### config.mk
export PLATFORM = sky130hd
export DESIGN_NAME = fog_density_interpolator_unit
export DESIGN_NICKNAME = d
export VERILOG_FILES = /design/src/sv/fdi_pkg.sv /design/src/sv/fog_density_interpolator_unit.sv /design/src/sv/fdi_ctrl.sv /design/src/sv/fdi_dp.sv
export SDC_FILE = /design/constraint.sdc
export NUM_CORES = 2
export LEC_CHECK = 0
export BUFFER_PORTS_ARGS = -buffer_cell sky130_fd_sc_hd__buf_2
export CORE_MARGIN = 5
export CORE_UTILIZATION = 45
export CTS_CLUSTER_DIAMETER = 60
export DETAILED_ROUTE_END_ITERATION = 8
export PLACE_DENSITY = 0.56
export REMOVE_ABC_BUFFERS = 1
export SYNTH_ARGS = -nofsm -noshare
export SYNTH_HDL_FRONTEND = slang
export SYNTH_HIERARCHICAL = 1
export SYNTH_SLANG_ARGS = --single-unit
### constraint.sdc
create_clock -name i_clk -period 16.75 [get_ports i_clk]
set_input_delay 0 -clock i_clk [delete_from_list [all_inputs] [get_ports i_clk]]
set_output_delay 0 -clock i_clk [all_outputs]
set_load 0.01 [all_outputs]
### src/sv/fdi_pkg.sv
package fdi_pkg;

    localparam int TBL_DEPTH = 16;
    localparam int ADDR_W    = $clog2(TBL_DEPTH);
    localparam int CFG_W     = 5;
    localparam int DATA_W    = 32;
    localparam int FRAC_W    = 16;
    localparam int Q_W       = FRAC_W + 1;
    localparam int ACC_W     = DATA_W + FRAC_W;

    localparam logic [Q_W-1:0] ONE_Q16 = Q_W'(1) << FRAC_W;

    localparam logic KIND_LOAD  = 1'b0;
    localparam logic KIND_QUERY = 1'b1;

    typedef enum logic [1:0] {
        WHERE_INTERP = 2'd0,
        WHERE_FIRST  = 2'd1,
        WHERE_ABOVE  = 2'd2
    } t_where;

    typedef struct packed {
        logic   load;
        logic   start;
        logic   step;
        logic   span;
        logic   div;
        logic   mul_first;
        logic   mul_second;
        logic   put;
        logic   put_interp;
        t_where code;
    } t_cmd;

    typedef struct packed {
        logic hit;
        logic at_first;
        logic at_last;
        logic div_last;
        logic out_free;
    } t_stat;

endpackage

### src/sv/fog_density_interpolator_unit.sv
// Piecewise linear fog density by camera height. Load requests (kind 0) write one
// (height, density) slot of a 16-entry table and give no result; the table must be
// kept sorted by ascending height, and i_cfg_wdata sets how many leading entries are
// in use (0 counts as 1, anything above 16 as 16). A query request (kind 1) gives one
// density: at or below the first entry it returns the first density, above the last
// entry the last density, otherwise a linear blend with a Q1.16 fraction. A query
// scans the table entry by entry until it finds the result (one registered table
// read per entry visited), and an interpolated query then runs the bit-serial
// divider and the shared 32x17 multiplier. One request is worked on at a time; a
// finished result waits in the output register while the next request is taken.
// Table slots read before they are written return undefined values.
module fog_density_interpolator_unit (
    input  logic                               i_clk,
    input  logic                               i_rst_n,
    input  logic                               i_cfg_we,
    input  logic [fdi_pkg::CFG_W-1:0]          i_cfg_wdata,
    input  logic                               i_valid,
    output logic                               o_ready,
    input  logic                               i_kind,
    input  logic [3:0]                         i_entry_index,
    input  logic signed [fdi_pkg::DATA_W-1:0]  i_entry_height,
    input  logic [fdi_pkg::DATA_W-1:0]         i_entry_density,
    input  logic signed [fdi_pkg::DATA_W-1:0]  i_query_height,
    input  logic                               i_has_position,
    output logic                               o_valid,
    input  logic                               i_ready,
    output logic [fdi_pkg::DATA_W-1:0]         o_fog_density,
    output logic [1:0]                         o_where_found
);

    fdi_pkg::t_cmd  w_cmd;
    fdi_pkg::t_stat w_stat;

    // Sequence the scan, divide and blend steps.
    fdi_ctrl u_ctrl (
        .i_clk   (i_clk),
        .i_rst_n (i_rst_n),
        .i_valid (i_valid),
        .i_kind  (i_kind),
        .o_ready (o_ready),
        .i_stat  (w_stat),
        .o_cmd   (w_cmd)
    );

    // Hold the table, the entry count, the divider, the multiplier and the result.
    fdi_dp u_dp (
        .i_clk           (i_clk),
        .i_rst_n         (i_rst_n),
        .i_cmd           (w_cmd),
        .o_stat          (w_stat),
        .i_cfg_we        (i_cfg_we),
        .i_cfg_wdata     (i_cfg_wdata),
        .i_entry_index   (i_entry_index),
        .i_entry_height  (i_entry_height),
        .i_entry_density (i_entry_density),
        .i_query_height  (i_query_height),
        .i_has_position  (i_has_position),
        .o_valid         (o_valid),
        .i_ready         (i_ready),
        .o_fog_density   (o_fog_density),
        .o_where_found   (o_where_found)
    );

    // A query request keeps the input side closed on the following cycle.
    a_query_busy: assert property (@(posedge i_clk) disable iff (!i_rst_n)
        (i_valid && o_ready && i_kind == fdi_pkg::KIND_QUERY) |=> !o_ready)
        else $error("input side open right after a query request");

    // A load request never raises a result on its own.
    a_load_silent: assert property (@(posedge i_clk) disable iff (!i_rst_n)
        (i_valid && o_ready && i_kind == fdi_pkg::KIND_LOAD && !o_valid) |=> !o_valid)
        else $error("result raised by a load request");

    // A shown result carries a meaningful position code.
    a_where_code: assert property (@(posedge i_clk) disable iff (!i_rst_n)
        o_valid |-> (o_where_found != 2'd3))
        else $error("result with an unused position code");

endmodule

### src/sv/fdi_ctrl.sv
module fdi_ctrl (
    input  logic          i_clk,
    input  logic          i_rst_n,
    input  logic          i_valid,
    input  logic          i_kind,
    output logic          o_ready,
    input  fdi_pkg::t_stat i_stat,
    output fdi_pkg::t_cmd  o_cmd
);

    typedef enum logic [2:0] {
        ST_IDLE,
        ST_SCAN,
        ST_DIV,
        ST_MUL1,
        ST_MUL2,
        ST_WRITE
    } t_state;

    t_state          r_state, n_state;
    fdi_pkg::t_where r_code, n_code;
    logic            r_interp, n_interp;
    logic            w_accept;

    assign o_ready  = (r_state == ST_IDLE);
    assign w_accept = i_valid && o_ready;

    always_comb begin
        n_state  = r_state;
        n_code   = r_code;
        n_interp = r_interp;
        o_cmd    = '0;
        o_cmd.code       = r_code;
        o_cmd.put_interp = r_interp;
        case (r_state)
            ST_IDLE: begin
                if (w_accept) begin
                    if (i_kind == fdi_pkg::KIND_LOAD) begin
                        o_cmd.load = 1'b1;
                    end else begin
                        o_cmd.start = 1'b1;
                        n_state     = ST_SCAN;
                    end
                end
            end
            ST_SCAN: begin
                if (i_stat.hit && i_stat.at_first) begin
                    n_code   = fdi_pkg::WHERE_FIRST;
                    n_interp = 1'b0;
                    n_state  = ST_WRITE;
                end else if (i_stat.hit) begin
                    o_cmd.span = 1'b1;
                    n_code     = fdi_pkg::WHERE_INTERP;
                    n_interp   = 1'b1;
                    n_state    = ST_DIV;
                end else if (i_stat.at_last) begin
                    n_code   = fdi_pkg::WHERE_ABOVE;
                    n_interp = 1'b0;
                    n_state  = ST_WRITE;
                end else begin
                    o_cmd.step = 1'b1;
                end
            end
            ST_DIV: begin
                o_cmd.div = 1'b1;
                if (i_stat.div_last) begin
                    n_state = ST_MUL1;
                end
            end
            ST_MUL1: begin
                o_cmd.mul_first = 1'b1;
                n_state         = ST_MUL2;
            end
            ST_MUL2: begin
                o_cmd.mul_second = 1'b1;
                n_state          = ST_WRITE;
            end
            ST_WRITE: begin
                if (i_stat.out_free) begin
                    o_cmd.put = 1'b1;
                    n_state   = ST_IDLE;
                end
            end
            default: begin
                n_state = ST_IDLE;
            end
        endcase
    end

    always_ff @(posedge i_clk) begin
        if (!i_rst_n) begin
            r_state  <= ST_IDLE;
            r_code   <= fdi_pkg::WHERE_INTERP;
            r_interp <= 1'b0;
        end else begin
            r_state  <= n_state;
            r_code   <= n_code;
            r_interp <= n_interp;
        end
    end

endmodule

### src/sv/fdi_dp.sv
module fdi_dp (
    input  logic                               i_clk,
    input  logic                               i_rst_n,
    input  fdi_pkg::t_cmd                      i_cmd,
    output fdi_pkg::t_stat                     o_stat,
    input  logic                               i_cfg_we,
    input  logic [fdi_pkg::CFG_W-1:0]          i_cfg_wdata,
    input  logic [3:0]                         i_entry_index,
    input  logic signed [fdi_pkg::DATA_W-1:0]  i_entry_height,
    input  logic [fdi_pkg::DATA_W-1:0]         i_entry_density,
    input  logic signed [fdi_pkg::DATA_W-1:0]  i_query_height,
    input  logic                               i_has_position,
    output logic                               o_valid,
    input  logic                               i_ready,
    output logic [fdi_pkg::DATA_W-1:0]         o_fog_density,
    output logic [1:0]                         o_where_found
);

    localparam int DW = fdi_pkg::DATA_W;
    localparam int AW = fdi_pkg::ADDR_W;

    logic signed [DW-1:0] r_tbl_h [fdi_pkg::TBL_DEPTH];
    logic [DW-1:0]        r_tbl_d [fdi_pkg::TBL_DEPTH];

    logic [fdi_pkg::CFG_W-1:0] r_cfg;
    logic [AW-1:0]             w_last_idx;

    logic signed [DW-1:0] r_h, r_rd_h, r_prev_h;
    logic [DW-1:0]        r_rd_d, r_prev_d, r_da, r_db, r_den;
    logic [AW-1:0]        r_k, n_k;

    logic [DW:0]                r_rem;
    logic [fdi_pkg::Q_W-1:0]    r_q;
    logic [4:0]                 r_dcnt;
    logic [fdi_pkg::ACC_W-1:0]  r_acc;

    logic                        r_out_v;
    logic [DW-1:0]               r_out_d;
    logic [1:0]                  r_out_w;

    logic signed [DW:0]          w_num, w_den;
    logic [DW:0]                 w_sub;
    logic                        w_ge;
    logic [DW-1:0]               w_rem_n;
    logic [DW-1:0]               w_mul_a;
    logic [fdi_pkg::Q_W-1:0]     w_mul_b;
    logic [DW+fdi_pkg::Q_W-1:0]  w_prod;

    // Entry count, saturated to the table depth, with zero taken as one.
    always_comb begin
        if (r_cfg == '0) begin
            w_last_idx = '0;
        end else if (r_cfg > fdi_pkg::CFG_W'(fdi_pkg::TBL_DEPTH)) begin
            w_last_idx = AW'(fdi_pkg::TBL_DEPTH - 1);
        end else begin
            w_last_idx = AW'(r_cfg - 1'b1);
        end
    end

    always_ff @(posedge i_clk) begin
        if (!i_rst_n) begin
            r_cfg <= fdi_pkg::CFG_W'(1);
        end else if (i_cfg_we) begin
            r_cfg <= i_cfg_wdata;
        end
    end

    // Table memory: one write port, one registered read port.
    always_comb begin
        n_k = r_k;
        if (i_cmd.start) begin
            n_k = '0;
        end else if (i_cmd.step) begin
            n_k = r_k + 1'b1;
        end
    end

    always_ff @(posedge i_clk) begin
        if (i_cmd.load && (32'(i_entry_index) < fdi_pkg::TBL_DEPTH)) begin
            r_tbl_h[AW'(i_entry_index)] <= i_entry_height;
            r_tbl_d[AW'(i_entry_index)] <= i_entry_density;
        end
        r_rd_h <= r_tbl_h[n_k];
        r_rd_d <= r_tbl_d[n_k];
    end

    assign w_num   = {r_h[DW-1], r_h} - {r_prev_h[DW-1], r_prev_h};
    assign w_den   = {r_rd_h[DW-1], r_rd_h} - {r_prev_h[DW-1], r_prev_h};
    assign w_ge    = (r_rem >= {1'b0, r_den});
    assign w_sub   = r_rem - {1'b0, r_den};
    assign w_rem_n = w_ge ? w_sub[DW-1:0] : r_rem[DW-1:0];

    assign w_mul_a = i_cmd.mul_second ? r_db : r_da;
    assign w_mul_b = i_cmd.mul_second ? r_q : (fdi_pkg::ONE_Q16 - r_q);
    assign w_prod  = {{fdi_pkg::Q_W{1'b0}}, w_mul_a} * {{DW{1'b0}}, w_mul_b};

    always_ff @(posedge i_clk) begin
        r_k <= n_k;
        if (i_cmd.start) begin
            r_h <= i_has_position ? i_query_height : '0;
        end
        if (i_cmd.step) begin
            r_prev_h <= r_rd_h;
            r_prev_d <= r_rd_d;
        end
        if (i_cmd.span) begin
            r_rem  <= {1'b0, w_num[DW-1:0]};
            r_den  <= w_den[DW-1:0];
            r_da   <= r_prev_d;
            r_db   <= r_rd_d;
            r_q    <= '0;
            r_dcnt <= '0;
        end else if (i_cmd.div) begin
            r_rem  <= {w_rem_n, 1'b0};
            r_q    <= {r_q[fdi_pkg::Q_W-2:0], w_ge};
            r_dcnt <= r_dcnt + 1'b1;
        end
        if (i_cmd.mul_first) begin
            r_acc <= fdi_pkg::ACC_W'(w_prod);
        end else if (i_cmd.mul_second) begin
            r_acc <= r_acc + fdi_pkg::ACC_W'(w_prod);
        end
        if (i_cmd.put) begin
            r_out_d <= i_cmd.put_interp ? r_acc[fdi_pkg::ACC_W-1:fdi_pkg::FRAC_W] : r_rd_d;
            r_out_w <= i_cmd.code;
        end
    end

    always_ff @(posedge i_clk) begin
        if (!i_rst_n) begin
            r_out_v <= 1'b0;
        end else if (i_cmd.put) begin
            r_out_v <= 1'b1;
        end else if (i_ready) begin
            r_out_v <= 1'b0;
        end
    end

    assign o_stat.hit      = (r_rd_h >= r_h);
    assign o_stat.at_first = (r_k == '0);
    assign o_stat.at_last  = (r_k == w_last_idx);
    assign o_stat.div_last = (r_dcnt == 5'(fdi_pkg::Q_W - 1));
    assign o_stat.out_free = !r_out_v || i_ready;

    assign o_valid       = r_out_v;
    assign o_fog_density = r_out_d;
    assign o_where_found = r_out_w;

endmodule

# Yosys cells after proc, flatten, opt, wreduce, memory -nomap -nowiden
# Memories as Yosys holds them, arrays and structs flattened. A register that Yosys moved wholly into a read port is not among the register bits.
# Cells that the tools add are included.
[op_classes]
addsub = 8
mul = 1
order_cmp = 3
n_eq_ne = 12
mux = 44
n_reduce_logical = 13
[op_table]
columns = ["cell", "count"]
rows = [
  ["$mux W32", 5],
  ["$mux W48", 2],
  ["$sub A32 B32 Y32", 3],
  ["$add A48 B48 Y48", 1],
  ["$mul A32 B17 Y48", 1],
  ["$ge A33 B32 Y1", 1],
  ["$ge A32 B32 Y1", 1],
  ["$mux W3", 7],
  ["$pmux W3 S6", 1],
  ["$mux W1", 17],
  ["$mux W17", 1],
  ["$sub A17 B17 Y17 const A", 1],
  ["$mux W4", 4],
  ["$mux W2", 7],
  ["$eq A3 B2 Y1 const B", 2],
  ["$eq A3 B3 Y1 const B", 2],
  ["$reduce_bool A2 Y1", 3],
  ["$add A5 B1 Y5 const B", 1],
  ["$eq A5 B5 Y1 const B", 1],
  ["$gt A5 B5 Y1 const B", 1],
  ["$logic_not A5 Y1", 1],
  ["$reduce_and A5 Y1", 1],
  ["$add A4 B1 Y4 const B", 1],
  ["$eq A4 B4 Y1", 1],
  ["12 further kinds", 15],
]
[word_totals]
regBits = 345
ramBits = 1024
elab_cells = 102
n_memories = 2
[mem_list]
columns = ["name", "words", "width", "read_ports", "rd_clocked_by_memory_dff", "write_ports", "line_no", "rtl"]
rows = [
  ["u_dp.r_tbl_d", 16, 32, 1, 1, 1, "fdi_dp.sv:23", "logic [DW-1:0] r_tbl_d [fdi_pkg::TBL_DEPTH];"],
  ["u_dp.r_tbl_h", 16, 32, 1, 1, 1, "fdi_dp.sv:22", "logic signed [DW-1:0] r_tbl_h [fdi_pkg::TBL_DEPTH];"],
]

# Depth between registers and ports, before layout
[logic_depth]
depth_word = 10
ltp_mapped = 44

# Hierarchy
# The synthesis kept the hierarchy.
[modules_own_cells]
columns = ["mod", "instances", "cells_per_inst", "area_per_inst_um2", "seq_area_each_um2"]
rows = [
  ["fdi_dp", 1, 7093, 79572.6, 41880.2],
  ["fdi_ctrl", 1, 54, 429.2, 120.1],
]

# Worst setup path after synthesis
# No wires, ideal clock.
[synth_path]
path_kind = "reg-to-reg"
startpoint = "reg u_ctrl.r_state[2]"
endpoint = "reg u_dp/r_acc[45] (netlist name) (data pin)"
setup_time_ps = 260
arrival_time_ps = 9487
required_ps = 16490
slack_ps = 7003
path_stages_with_launch = 41
path_cell_list = "dfxtp_1 -> buf_6 -> nor3b_2 -> clkbuf_1 -> clkbuf_1 -> clkbuf_1 -> mux2_2 -> clkbuf_1 -> nand2_1 -> fa_1 -> inv_1 -> fa_1 -> inv_1 -> fa_1 -> inv_1 -> fa_1 -> fa_1 -> inv_1 -> (+5 left out) -> a41oi_1 -> o21ai_1 -> and2_1 -> nor2b_1 -> o21ai_0 -> xor2_1 -> ha_1 -> clkbuf_1 -> a21oi_1 -> o21ai_1 -> nor3_1 -> o221ai_1 -> a31oi_1 -> o21ai_1 -> o31ai_1 -> o21ai_1 -> xor2_1 -> mux2_2"
[synth_rtl]
columns = ["element", "line_no", "rtl"]
rows = [
  ["start: declaration", "fdi_ctrl.sv:20", "t_state r_state, n_state;"],
  ["start signal: assignment", "fdi_ctrl.sv:96", "r_state <= n_state;"],
  ["end signal: assignment", "fdi_dp.sv:119", "r_acc <= fdi_pkg::ACC_W'(w_prod);"],
  ["end signal: assignment", "fdi_dp.sv:121", "r_acc <= r_acc + fdi_pkg::ACC_W'(w_prod);"],
  ["end: declaration", "fdi_dp.sv:35", "logic [fdi_pkg::ACC_W-1:0] r_acc;"],
]

==> flow_metrics.env <==
export IMPL_die_w_um=432
export IMPL_cpLargestDelayFamily="adder cells"
export IMPL_clock_path_buffers=3
export IMPL_yosys_cell_types_count=93
export IMPL_path_buf_inv=4
export IMPL_cts_buffers=150
export IMPL_syn_avg_cell_area_sq_um=11.2
export IMPL_clkSinkCount=1433
export IMPL_num_rows=154
export IMPL_first_pass_iters=6
export IMPL_antenna_found_initial=14
export IMPL_cp_end_kind="flip-flop"
export IMPL_startpoint_type="flip-flop"
export IMPL_io_pins=148
export IMPL_worstSkewPairLatency_ps=800
export IMPL_setup_worst_path_class="reg2reg"
export IMPL_crit_path_frequent_cell="fa_1"
export IMPL_fill_cells=15703
export IMPL_die_h_um=432
export IMPL_cts_setup_buffers=0
export IMPL_drc=0
export IMPL_status="completed"
export IMPL_multi_input_area_sq_mm=0.0342
export IMPL_fin_ws_ps=4800
export IMPL_antenna_left=0
export IMPL_synth_edf_count=1330
export IMPL_synth_ff_latch_count=1433
export IMPL_grt_pass1_wl_mm=338
export IMPL_ys_seq_area_share_pct=52.5
export IMPL_slowest_delay_ps=1010
export IMPL_dieArea_sq_mm=0.186
export IMPL_dr_total_vias=54257
export IMPL_crit_path_top_delay_cell="xor2_1"
export IMPL_coreArea_sq_mm=0.176
export IMPL_synth_warnings=6
export IMPL_drive_gt1_share_pct=8.05
export IMPL_cts_tree="done"
export IMPL_grt_usage_pct=23.6
export IMPL_synthCells=7147
export IMPL_fin_nets=8221
export IMPL_place_ws_ps=4730
export IMPL_synth_area_sq_mm=0.0800
export IMPL_setup_viol=0
export IMPL_drv_slew=0
export IMPL_finalClockSkew_ps=25.8
export IMPL_dp_hpwl_mm=142
export IMPL_max_slew_worst_pin_slew_ps=1250
export IMPL_wirelength_mm=221
export IMPL_crit_required_ps=17280
export IMPL_ys_flop_type="edfxtp_1"
export IMPL_fmax_mhz=83.7
export IMPL_grt_pass1_vias=54471
export IMPL_ctsHtreeMaxLevel=4
export IMPL_overflow=0
export IMPL_syn2layout_area_growth_pct=12.4
export IMPL_fin_crit_sh_pct=71.3
export IMPL_rsz0062_at_grt="false"
export IMPL_io_buffer_count=147
export IMPL_seq_area_sq_mm=0.0420
export IMPL_cap_violations=0
export IMPL_crit_arrival_ps=12480
export IMPL_min_path_type="in2reg"
export IMPL_cts_root_buf="clkbuf_16"
export IMPL_clk_pin_slew_ps=60
export IMPL_finalCriticalPeriod_ps=11950
export IMPL_stdcell_count=9821
export IMPL_dp_cells=9370
export IMPL_async_reset_ff_share_pct=0
export IMPL_slew_headroom_pct=16.2
export IMPL_start_util_pct=45.3
export IMPL_place_congestion=0.898
export IMPL_hold_violations=0
export IMPL_viasPerCell=5.52
export IMPL_worstPathMaxFanout=55
export IMPL_drt_iter0_drc=4367
export IMPL_wl_per_cell_um=22.5
export IMPL_grt_max_degree=178
synth_stat cells, types with 37 or more instances:
cell type	instances	area (sq um)
nand2_1	1565	5870
edfxtp_1	1330	39900
inv_1	725	2720
fa_1	452	9050
clkbuf_1	318	1190
ha_1	301	3770
nand3_1	288	1440
nor2_1	251	942
a21oi_1	248	1240
a311oi_1	196	1720
and3_1	152	951
a21o_1	120	901
xnor2_1	119	1040
dfxtp_1	103	2060
o21ai_0	103	515
a31oi_1	89	557
and2_1	81	507
mux2_2	77	867
xor2_1	72	631
mux2i_1	70	701
nor3_1	49	245
o21ai_1	39	195
nand4_1	37	231
metal layers:
layer	up-vias	global-route usage, %	wire, um	share of wire [%]
met1	27271	32.0	94500	43
met2	1532	39.6	107000	48
li1	25110	-	-	-
met3	340	3.60	12600	5.7
met4	4	7.36	7070	3.2
met5	-	0	21	0.0095
worst min-delay path: cells and delay by family:
family,cells,cell delay (ps)
buffers and inverters,2,710
AO/OA/AOI/OAI,1,110
final cells by class:
type	instances	area share, %
antenna	6	0.0167
multi-input combinational	4633	38.0
sequential	1433	46.7
clock inverter	74	0.861
inverter	727	3.05
clock buffer	197	4.52
timing repair buffer	411	3.56
tap	2340	3.26
layout by cell type, fill, tap and decap left out, types with 10 or more instances in the layout:
| cell | instances |
|---|---|
| clkinv_2 | 23 |
| o21a_1 | 34 |
| dfxtp_1 | 102 |
| bufinv_16 | 10 |
| a21oi_1 | 248 |
| mux2i_1 | 70 |
| o21ai_1 | 39 |
| nand4_1 | 37 |
| a311oi_1 | 196 |
| nor2_4 | 16 |
| clkbuf_1 | 36 |
| a31oi_1 | 89 |
| fa_1 | 452 |
| mux2_2 | 77 |
| ha_1 | 301 |
| o211ai_1 | 17 |
| nor3_1 | 44 |
| xnor2_1 | 115 |
| clkbuf_16 | 152 |
| or3_1 | 11 |
| o21bai_1 | 22 |
| nand2_1 | 1565 |
| a21o_1 | 120 |
| nor2b_1 | 31 |
| xor2_1 | 63 |
| nand2b_1 | 32 |
| a211oi_1 | 19 |
| nand3_1 | 288 |
| and3_1 | 150 |
| dlygate4sd3_1 | 174 |
| nor2_1 | 235 |
| clkinv_1 | 19 |
| o21ai_0 | 103 |
| buf_2 | 147 |
| buf_4 | 86 |
| and2_1 | 80 |
| inv_1 | 724 |
| edfxtp_1 | 1330 |
what timing repair did:
| action | in CTS | in global routing |
|---|---|---|
| endpoints found under the hold margin | 1179 | 0 |
| hold buffers | 174 | 0 |
| setup endpoints to repair | 0 | 0 |
| resized for setup | 0 | 0 |
cell families after synthesis:
kind of cell / after synthesis / synth area share, %
AOI/OAI and AO/OA: 986 / 8.38
xor gates and xnor gates: 192 / 2.12
adders and majority gates: 755 / 16.0
buffers and inverters: 1081 / 5.12
DFF: 1433 / 52.5
muxes: 148 / 1.97
and+or+nand+nor: 2552 / 13.9
state kept, by name, summed over array words and instances, names as in the netlist:
register / count
u_dp/r_q: 17
u_ctrl/r_interp: 1
u_dp/r_k: 4
u_dp/r_rd_d: 32
u_dp/r_den: 32
u_dp/r_tbl_d: 512
u_dp/o_where_found: 2
u_dp/r_db: 32
u_dp/r_h: 32
u_dp/r_rem: 33
u_dp/r_prev_h: 32
u_dp/r_tbl_h: 512
u_dp/r_acc: 48
u_ctrl/r_state: 3
u_dp/r_rd_h: 32
u_dp/r_dcnt: 5
u_dp/r_prev_d: 32
u_dp/r_da: 32
u_ctrl/r_code: 2
u_dp/o_fog_density: 32
u_dp/r_cfg: 5
u_dp/o_valid: 1
worst paths after layout:
check                   endpoint  slack (ps)  depth (start not counted)              start
hold / removal     u_dp/r_cfg[0]         100                          3           i_cfg_we
hold reg to reg    u_dp/r_da[10]         410                          0  u_dp/r_prev_d[10]
setup reg to reg  u_dp/r_acc[45]        4800                         33  u_ctrl/r_state[2]
setup / recovery  u_dp/r_acc[45]        4800                         33  u_ctrl/r_state[2]
stage by stage:
step / setup TNS (ps) / instance area, sq um / utilization, % / hold slack [ps]
after global routing: 0 / 89900 / 50.9 / 86.9
after CTS: 0 / 89900 / 50.9 / 24.1
after detailed placement: 0 / 83300 / 47.2 / 242
after floorplan: -65570 / 78600 / - / 98.6
after global placement: 0 / 83300 / 47.2 / 231
final: 0 / 89900 / 50.9 / 97.8
Power is left out: the tool's default activity adds up to more than one toggle a clock period on the data nets, which glitch-free logic cannot reach.
